**src/rtl/core/cvt_pkg.sv**
```systemverilog
`timescale 1ns / 1ps

package cvt_pkg;

	// Fixed rational constants of the CVT CRT-blanking formula
	localparam logic [27:0] NUM_BASE        = 28'd256000000;
	localparam logic [9:0]  MIN_VSYNC_BP_US = 10'd550;
	localparam logic [1:0]  MIN_V_PORCH     = 2'd3;
	localparam logic [2:0]  MIN_V_BPORCH    = 3'd6;
	localparam logic [4:0]  MARGIN_PERMILLE = 5'd18;
	localparam logic [3:0]  HSYNC_PERCENT   = 4'd8;
	localparam logic [7:0]  DUTY_MIN        = 8'd200;
	localparam logic [8:0]  DUTY_OFFSET     = 9'd300;
	localparam logic [1:0]  DUTY_SLOPE      = 2'd3;
	localparam logic [6:0]  PERCENT         = 7'd100;
	localparam logic [9:0]  PERMILLE        = 10'd1000;

	// Vertical sync widths that encode the aspect ratio
	localparam logic [3:0] VS_4_3   = 4'd4;
	localparam logic [3:0] VS_16_9  = 4'd5;
	localparam logic [3:0] VS_16_10 = 4'd6;
	localparam logic [3:0] VS_5_4   = 4'd7;
	localparam logic [3:0] VS_OTHER = 4'd10;

	localparam int RF_W  = 17;
	localparam int NUM_W = 29;
	localparam int DEN_W = 32;
	localparam int P_W   = 40;
	localparam int DVA_W = 41;
	localparam int DM_W  = 42;
	localparam int DVB_W = 47;
	localparam int HP_W  = 54;
	localparam int DVC_W = 48;
	localparam int VQ_W  = 12;
	localparam int HQ_W  = 12;
	localparam int PC_W  = 16;

	typedef struct packed {
		logic [12:0] width_pixels;
		logic [12:0] height_lines;
		logic [15:0] refresh_q8;
		logic        margin_on;
		logic        interlace_on;
	} cvt_mode_t;

	typedef struct packed {
		logic [13:0] h_total;
		logic [13:0] h_active;
		logic [7:0]  h_margin;
		logic [11:0] h_front_porch;
		logic [10:0] h_sync_width;
		logic [11:0] h_back_porch;
		logic [13:0] v_total;
		logic [13:0] v_active;
		logic [7:0]  v_margin;
		logic [3:0]  v_sync_width;
		logic [11:0] v_back_porch;
		logic [15:0] pixel_clock_qmhz;
	} cvt_timing_t;

	typedef struct packed {
		logic [13:0]      hact;
		logic [7:0]       hmargin;
		logic [DEN_W-1:0] den;
		logic [NUM_W-1:0] num;
	} cvt_hside_t;

	typedef struct packed {
		logic [13:0] vact;
		logic [7:0]  vmargin;
		logic [3:0]  vsync;
	} cvt_vside_t;

	typedef struct packed {
		logic [DVA_W-1:0] dva;
		logic [DVB_W-1:0] dvb;
		logic [HP_W-1:0]  hp;
		cvt_hside_t       hs;
		cvt_vside_t       vs;
	} cvt_fe_t;

	typedef struct packed {
		logic [13:0] h_total;
		logic [13:0] h_active;
		logic [7:0]  h_margin;
		logic [10:0] h_sync;
		logic [11:0] h_blank;
		logic [13:0] v_total;
		logic [13:0] v_active;
		logic [7:0]  v_margin;
		logic [3:0]  v_sync;
		logic [11:0] v_bp;
	} cvt_cside_t;

endpackage

```
**src/rtl/core/cvt_front.sv**
```systemverilog
`timescale 1ns / 1ps

module cvt_front #(
	parameter int CELL_SIZE = 8
) (
	input  logic              clk,
	input  logic              arst_n,
	input  logic              en,
	input  logic              in_valid,
	input  cvt_pkg::cvt_mode_t mode,
	output logic              out_valid,
	output cvt_pkg::cvt_fe_t  fe
);
	import cvt_pkg::*;

	localparam int HB_MUL = 2 * CELL_SIZE;
	// reciprocals for exact floor division by constants over the operand ranges
	localparam longint unsigned CELL_RCP =
		((64'd1 << 17) + 64'(CELL_SIZE) - 64'd1) / 64'(CELL_SIZE);
	localparam longint unsigned PM_RCP =
		((64'd1 << 28) + 64'(PERMILLE) - 64'd1) / 64'(PERMILLE);

	// stage 1: rates, rounded width, field lines, aspect
	logic [15:0]     r_nz;
	logic [RF_W-1:0] rf_c;
	logic [30:0]     wq_prod;
	logic [12:0]     wq_c;
	logic [12:0]     hrnd_c;
	logic [12:0]     vlines_c;
	logic [3:0]      vsync_c;
	logic [16:0]     w3, h4, w9, h16, w10, w4, h5, h15;

	always_comb begin
		r_nz     = (mode.refresh_q8 == 16'd0) ? 16'd1 : mode.refresh_q8;
		rf_c     = mode.interlace_on ? {r_nz, 1'b0} : {1'b0, r_nz};
		wq_prod  = 31'(mode.width_pixels) * 31'(CELL_RCP);
		wq_c     = wq_prod[29:17];
		hrnd_c   = 13'(17'(wq_c) * 17'(CELL_SIZE));
		vlines_c = mode.interlace_on ? {1'b0, mode.height_lines[12:1]} : mode.height_lines;
		w3  = 17'(mode.width_pixels) * 17'd3;
		w4  = 17'(mode.width_pixels) * 17'd4;
		w9  = 17'(mode.width_pixels) * 17'd9;
		w10 = 17'(mode.width_pixels) * 17'd10;
		h4  = 17'(mode.height_lines) * 17'd4;
		h5  = 17'(mode.height_lines) * 17'd5;
		h15 = 17'(mode.height_lines) * 17'd15;
		h16 = 17'(mode.height_lines) * 17'd16;
		priority if (w3 == h4)                vsync_c = VS_4_3;
		else if (w9 == h16)                   vsync_c = VS_16_9;
		else if (w10 == h16)                  vsync_c = VS_16_10;
		else if (w4 == h5 || w9 == h15)       vsync_c = VS_5_4;
		else                                  vsync_c = VS_OTHER;
	end

	logic            vld_s1;
	logic [RF_W-1:0] rf_s1;
	logic [12:0]     hrnd_s1, vlines_s1, wq_s1;
	logic            mg_s1, il_s1;
	logic [3:0]      vsync_s1;

	// stage 2: margins, active sizes, numerator of the line period
	// the cell size cancels, so the side margin is taken from the cell count
	logic [17:0]      hm_prod, vm_prod;
	logic [36:0]      hm_rcp, vm_rcp;
	logic [7:0]       hmargin_c, vmargin_c;
	logic [13:0]      hact_c, vact_c;
	logic [NUM_W-1:0] num_c;

	always_comb begin
		hm_prod   = 18'(wq_s1) * 18'(MARGIN_PERMILLE);
		vm_prod   = 18'(vlines_s1) * 18'(MARGIN_PERMILLE);
		hm_rcp    = 37'(hm_prod) * 37'(PM_RCP);
		vm_rcp    = 37'(vm_prod) * 37'(PM_RCP);
		hmargin_c = mg_s1 ? 8'(12'(hm_rcp[35:28]) * 12'(CELL_SIZE)) : 8'd0;
		vmargin_c = mg_s1 ? vm_rcp[35:28] : 8'd0;
		hact_c    = 14'(hrnd_s1) + 14'({hmargin_c, 1'b0});
		vact_c    = 14'(vlines_s1) + 14'({vmargin_c, 1'b0});
		num_c     = {NUM_BASE - 28'(rf_s1) * 28'(MIN_VSYNC_BP_US), 1'b0};
	end

	logic             vld_s2;
	logic [RF_W-1:0]  rf_s2;
	logic             il_s2;
	logic [3:0]       vsync_s2;
	logic [13:0]      hact_s2, vact_s2;
	logic [7:0]       hmargin_s2, vmargin_s2;
	logic [NUM_W-1:0] num_s2;

	// stage 3: denominator
	logic [14:0]      lines_c;
	logic [DEN_W-1:0] den_c;

	always_comb begin
		lines_c = {vact_s2, 1'b0} + 15'(MIN_V_PORCH) + 15'(MIN_V_PORCH) + 15'(il_s2);
		den_c   = 32'(rf_s2) * 32'(lines_c);
	end

	logic             vld_s3;
	cvt_hside_t       hs_s3;
	cvt_vside_t       vs_s3;

	// stage 4: blanking duty, clamped at the floor
	logic [30:0]    three_num;
	logic [P_W-1:0] hundred_den, p_c;

	always_comb begin
		three_num   = 31'(hs_s3.num) * 31'(DUTY_SLOPE);
		hundred_den = P_W'(hs_s3.den) * P_W'(PERCENT);
		if (P_W'(three_num) > hundred_den) begin
			p_c = P_W'(hs_s3.den) * P_W'(DUTY_MIN);
		end else begin
			p_c = P_W'(hs_s3.den) * P_W'(DUTY_OFFSET) - P_W'(three_num);
		end
	end

	logic           vld_s4;
	cvt_hside_t     hs_s4;
	cvt_vside_t     vs_s4;
	logic [P_W-1:0] p_s4;

	// stage 5: partial products and blanking divisor
	logic [33:0]      hp_lo_c, hp_hi_c;
	logic [DM_W-1:0]  dm_c;
	logic [DVA_W-1:0] dva_c;

	always_comb begin
		hp_lo_c = 34'(hs_s4.hact) * 34'(p_s4[19:0]);
		hp_hi_c = 34'(hs_s4.hact) * 34'(p_s4[P_W-1:20]);
		dm_c    = DM_W'(hs_s4.den) * DM_W'(PERMILLE) - DM_W'(p_s4);
		dva_c   = DVA_W'(hs_s4.den) * DVA_W'(MIN_VSYNC_BP_US);
	end

	logic             vld_s5;
	cvt_hside_t       hs_s5;
	cvt_vside_t       vs_s5;
	logic [33:0]      hp_lo_s5, hp_hi_s5;
	logic [DM_W-1:0]  dm_s5;
	logic [DVA_W-1:0] dva_s5;

	// stage 6: join the product, scale divisor by two cells
	cvt_fe_t fe_c;

	always_comb begin
		fe_c.dva = dva_s5;
		fe_c.dvb = DVB_W'(dm_s5) * DVB_W'(HB_MUL);
		fe_c.hp  = (HP_W'(hp_hi_s5) << 20) + HP_W'(hp_lo_s5);
		fe_c.hs  = hs_s5;
		fe_c.vs  = vs_s5;
	end

	logic    vld_s6;
	cvt_fe_t fe_s6;

	always_ff @(posedge clk or negedge arst_n) begin
		if (!arst_n) begin
			vld_s1 <= 1'b0;
			vld_s2 <= 1'b0;
			vld_s3 <= 1'b0;
			vld_s4 <= 1'b0;
			vld_s5 <= 1'b0;
			vld_s6 <= 1'b0;
		end else if (en) begin
			vld_s1 <= in_valid;
			vld_s2 <= vld_s1;
			vld_s3 <= vld_s2;
			vld_s4 <= vld_s3;
			vld_s5 <= vld_s4;
			vld_s6 <= vld_s5;
		end
	end

	always_ff @(posedge clk) begin
		if (en) begin
			rf_s1      <= rf_c;
			hrnd_s1    <= hrnd_c;
			wq_s1      <= wq_c;
			vlines_s1  <= vlines_c;
			mg_s1      <= mode.margin_on;
			il_s1      <= mode.interlace_on;
			vsync_s1   <= vsync_c;

			rf_s2      <= rf_s1;
			il_s2      <= il_s1;
			vsync_s2   <= vsync_s1;
			hact_s2    <= hact_c;
			vact_s2    <= vact_c;
			hmargin_s2 <= hmargin_c;
			vmargin_s2 <= vmargin_c;
			num_s2     <= num_c;

			hs_s3.hact    <= hact_s2;
			hs_s3.hmargin <= hmargin_s2;
			hs_s3.den     <= den_c;
			hs_s3.num     <= num_s2;
			vs_s3.vact    <= vact_s2;
			vs_s3.vmargin <= vmargin_s2;
			vs_s3.vsync   <= vsync_s2;

			hs_s4 <= hs_s3;
			vs_s4 <= vs_s3;
			p_s4  <= p_c;

			hs_s5    <= hs_s4;
			vs_s5    <= vs_s4;
			hp_lo_s5 <= hp_lo_c;
			hp_hi_s5 <= hp_hi_c;
			dm_s5    <= dm_c;
			dva_s5   <= dva_c;

			fe_s6 <= fe_c;
		end
	end

	assign out_valid = vld_s6;
	assign fe        = fe_s6;

endmodule

```
**config.mk**
```make
export PLATFORM = sky130hd
export DESIGN_NAME = cvt_front
export DESIGN_NICKNAME = d
export VERILOG_FILES = /design/src/rtl/core/cvt_pkg.sv /design/src/rtl/core/cvt_front.sv
export SDC_FILE = /design/constraint.sdc
export NUM_CORES = 2
export LEC_CHECK = 0
export ABC_AREA = 1
export BUFFER_PORTS_ARGS = -buffer_cell sky130_fd_sc_hd__buf_2
export CORE_MARGIN = 3
export CORE_UTILIZATION = 55
export DETAILED_ROUTE_END_ITERATION = 7
export PLACE_DENSITY = 0.71
export SYNTH_ARGS = -nofsm -noshare
export SYNTH_HDL_FRONTEND = slang
export SYNTH_SLANG_ARGS = --single-unit
```
**constraint.sdc**
```tcl
create_clock -name clk -period 15.9 [get_ports clk]
set_input_delay 3.18 -clock clk [delete_from_list [all_inputs] [get_ports clk]]
set_output_delay 3.18 -clock clk [all_outputs]
set_load 0.02 [all_outputs]
```
==> flow_summary.yaml <==
setup_path:
  crit_path_end_kind: "flop"
  cp.required_ps: 16350
  startpoint_type: "flop"
  max_stage_delay_ps: 620
  worstPathMaxFanout: 8
  crit_type: "flop to flop"
  cp_top_family: "adder cells"
  path_buf_inv: 6
  crit_arrival_ps: 9330
  cp_slowest_cell: "edfxtp_1"
floorplan:
  die_area_sq_mm: 0.1674
  initial_core_util: 0.5549
  die_h_microns: 409.2
  row_count: 147
  io_pins: 300
  coreArea_sq_mm: 0.1611
  fp.dieW_microns: 409.2
sta:
  fin_skew_ps: 36.16
  drv_slew: 0
  timing.fmax_ghz: 0.1126
  setup_violations: 0
  worst_pin_slew_ps: 1202
  relSlewSlack: 0.1959
  rsz0062_at_grt: "no"
  hold_violations: 0
  tns_ps: 0
  min_period_ps: 8878
  post-route-period-util: 0.5584
clock_tree:
  cts-root-buf: "clkbuf_16"
  cts_tree: "done"
  clk_latency_ps: 710
  cts.sinks: 847
  clk_pin_slew_ps: 60
  htree_levels: 3
  holdBufCountCts: 0
  postCtsSetupRepairBufs: 0
  cts_buffers: 91
  cts.repair.resized: 0
  clockBufferDepth: 3
finish:
  area_delta_synth_final_pct: 7.461
  final_nets: 12038
  drive_gt1_frac: 0.05223
  stdcell_area_sq_mm: 0.09608
  fillers: 13843
synth:
  synthFlopType: "edfxtp_1"
  ys_ff_latch: 847
  yosysSeqAreaShare: 0.2841
  synth_area_leaders: "edfxtp_1 (28%), fa_1 (20%), ha_1 (19%)"
  synth_warnings: 0
  syn_avg_cell_area_sq_um: 9.427
  synth_largest_area_cell: "edfxtp_1"
  yosys-top-cells-count: "inv_1 (1911), nand2_1 (1752), ha_1 (1357)"
  async_reset_ff_frac: 0.007084
  synth_cell_type_count: 67
  yosys.area.top_type_share: 0.2824
  synth_area_sq_mm: 0.08941
  yosysMostFrequentCell: "inv_1"
  syn_inst: 9485
  synth_edf_count: 841
placement:
  hpwl_mm: 182.3
  globalplace.congestion: 0.9833
  io_buffers: 278
  placed_cell_area_sq_mm: 0.09313
grt:
  grt-ovfl-total: 0
  grt_max_degree: 174
  grt_pass1_wl_mm: 358.7
  grt_pass1_vias: 67031
  grt_antenna_before_repair: 4
  track_usage: 0.2704
flow_run:
  drv_cap: 0
detailed_routing:
  via_per_inst: 5.425
  wl_per_cell_microns: 18.66
  drtPass1Iterations: 7
  drc: 0
  drt_iter0_markers: 4669
  wl_mm: 223.7
  vias: 65012
  ant_nets: 0
min_path:
  hold_class: "flop to flop"
status:
  status: "completed"
-- worst register-to-register path: cells and delay by family (launching register included) --
family,cells,cell delay (ps)
adder cells (fa/ha/maj),10,3780
AO/OA/AOI/OAI,11,1830
AND/OR/NAND/NOR,13,1490
flip-flops,1,620
XOR/XNOR,2,590
buffers and inverters,6,320
-- area by class of cell --
| type | count | area [sq um] | share of cell area |
|---|---|---|---|
| Clock buffer | 101 | 2315 | 0.02409 |
| Inverter | 1916 | 7192 | 0.07485 |
| Tap cell | 2160 | 2703 | 0.02813 |
| Sequential cell | 847 | 25400 | 0.2644 |
| Antenna cell | 1 | 2.502 | 0.00002604 |
| Timing Repair Buffer | 304 | 1622 | 0.01688 |
| Clock inverter | 64 | 635.6 | 0.006615 |
| Multi-Input combinational cell | 6590 | 56210 | 0.5850 |
-- cell families (layout without fill, tap and decap cells) --
kind of cell | Yosys count | in the layout | share of synthesized area
DFF | 847 | 847 | 0.2841
muxes | 1 | 1 | 0.0001259
adders and majority gates | 2240 | 2240 | 0.3876
other | 2 | 23 | 0.00008399
AOI/OAI and AO/OA | 1079 | 1079 | 0.06797
buffers and inverters | 2068 | 2385 | 0.08805
and+or+nand+nor | 2792 | 2792 | 0.1268
xor gates and xnor gates | 456 | 456 | 0.04524
-- metal layers --
layer  vias up  wire length, microns  GRT usage  part of all wire
li1      31149                     -          -                 -
met3       409                 11910    0.03020             0.053
met4         2                  8866    0.09924             0.040
met2      1881                108000     0.4638              0.48
met5         -                    20          0          0.000089
met1     31571                 94890     0.3546              0.42
-- registers in the layout, summed over array words and instances, names as in the netlist, 10 cells and up --
name	cells
wq_s1	10
vs_s4	26
vlines_s1	13
fe_c	101
dm_s5	40
p_s4	38
dva_s5	39
rf_s1	17
hp_hi_s5	31
vact_s2	14
vs_s3	26
rf_s2	17
hp_lo_s5	29
hact_s2	11
num_s2	26
fe	229
hs_s4	75
hs_s3	75
-- through the flow --
| step | setup WS [ps] | hold WS, ps | util | cells |
|---|---|---|---|---|
| 2_1_floorplan | 8075 | 400.3 | - | 9505 |
| 6_report | 7022 | 409.6 | 0.5963 | 11983 |
| 4_1_cts | 6937 | 407.5 | 0.5963 | 11982 |
| 3_3_place_gp | 6954 | 400.3 | 0.5780 | 11817 |
| 5_1_grt | 6299 | 413.2 | 0.5963 | 11983 |
| 3_5_place_dp | 6933 | 404.5 | 0.5780 | 11817 |
-- cells in the final DEF, fill, tap and decap left out, drive strengths merged, types with 5 or more instances in the layout --
cell,synthesis,layout
xnor2,160,160
fa,883,883
nand4,63,63
o221ai,5,5
or2,13,13
o31ai,5,5
ha,1357,1357
o21a,24,24
clkinvlp,0,7
nor2,585,585
conb,2,22
nand3b,18,18
inv,1914,1929
nand3,232,232
a21boi,24,24
bufinv,0,7
buf,43,304
o21bai,29,29
a21oi,552,552
a31oi,41,41
clkinv,2,37
xor2,295,295
and2,5,5
nand2,1759,1759
nor3,74,74
a2111oi,5,5
a21o,41,41
o211ai,25,25
edfxtp,841,841
nor4,39,39
a211oi,15,15
a221oi,6,6
o21ai,290,290
dfrtp,6,6
clkbuf,109,101
-- path summary, 6_finish.rpt --
path / startpoint / endpoint / cells past startpoint / slack (ps)
worst max-delay path: vlines_s1[0] / vact_s2[12] / 42 / 7020
worst min-delay path: hmargin_s2[6] / hs_s3[67] / 0 / 410
worst max register to register: vlines_s1[0] / vact_s2[12] / 42 / 7020
worst min register to register: hmargin_s2[6] / hs_s3[67] / 0 / 410
max in group asynchronous: arst_n / vld_s3 / 1 / 13450
min in group asynchronous: arst_n / vld_s2 / 1 / 2300
Power is not shown: default switching activity piles up to over one toggle a cycle in this logic, so the estimate is an artifact.
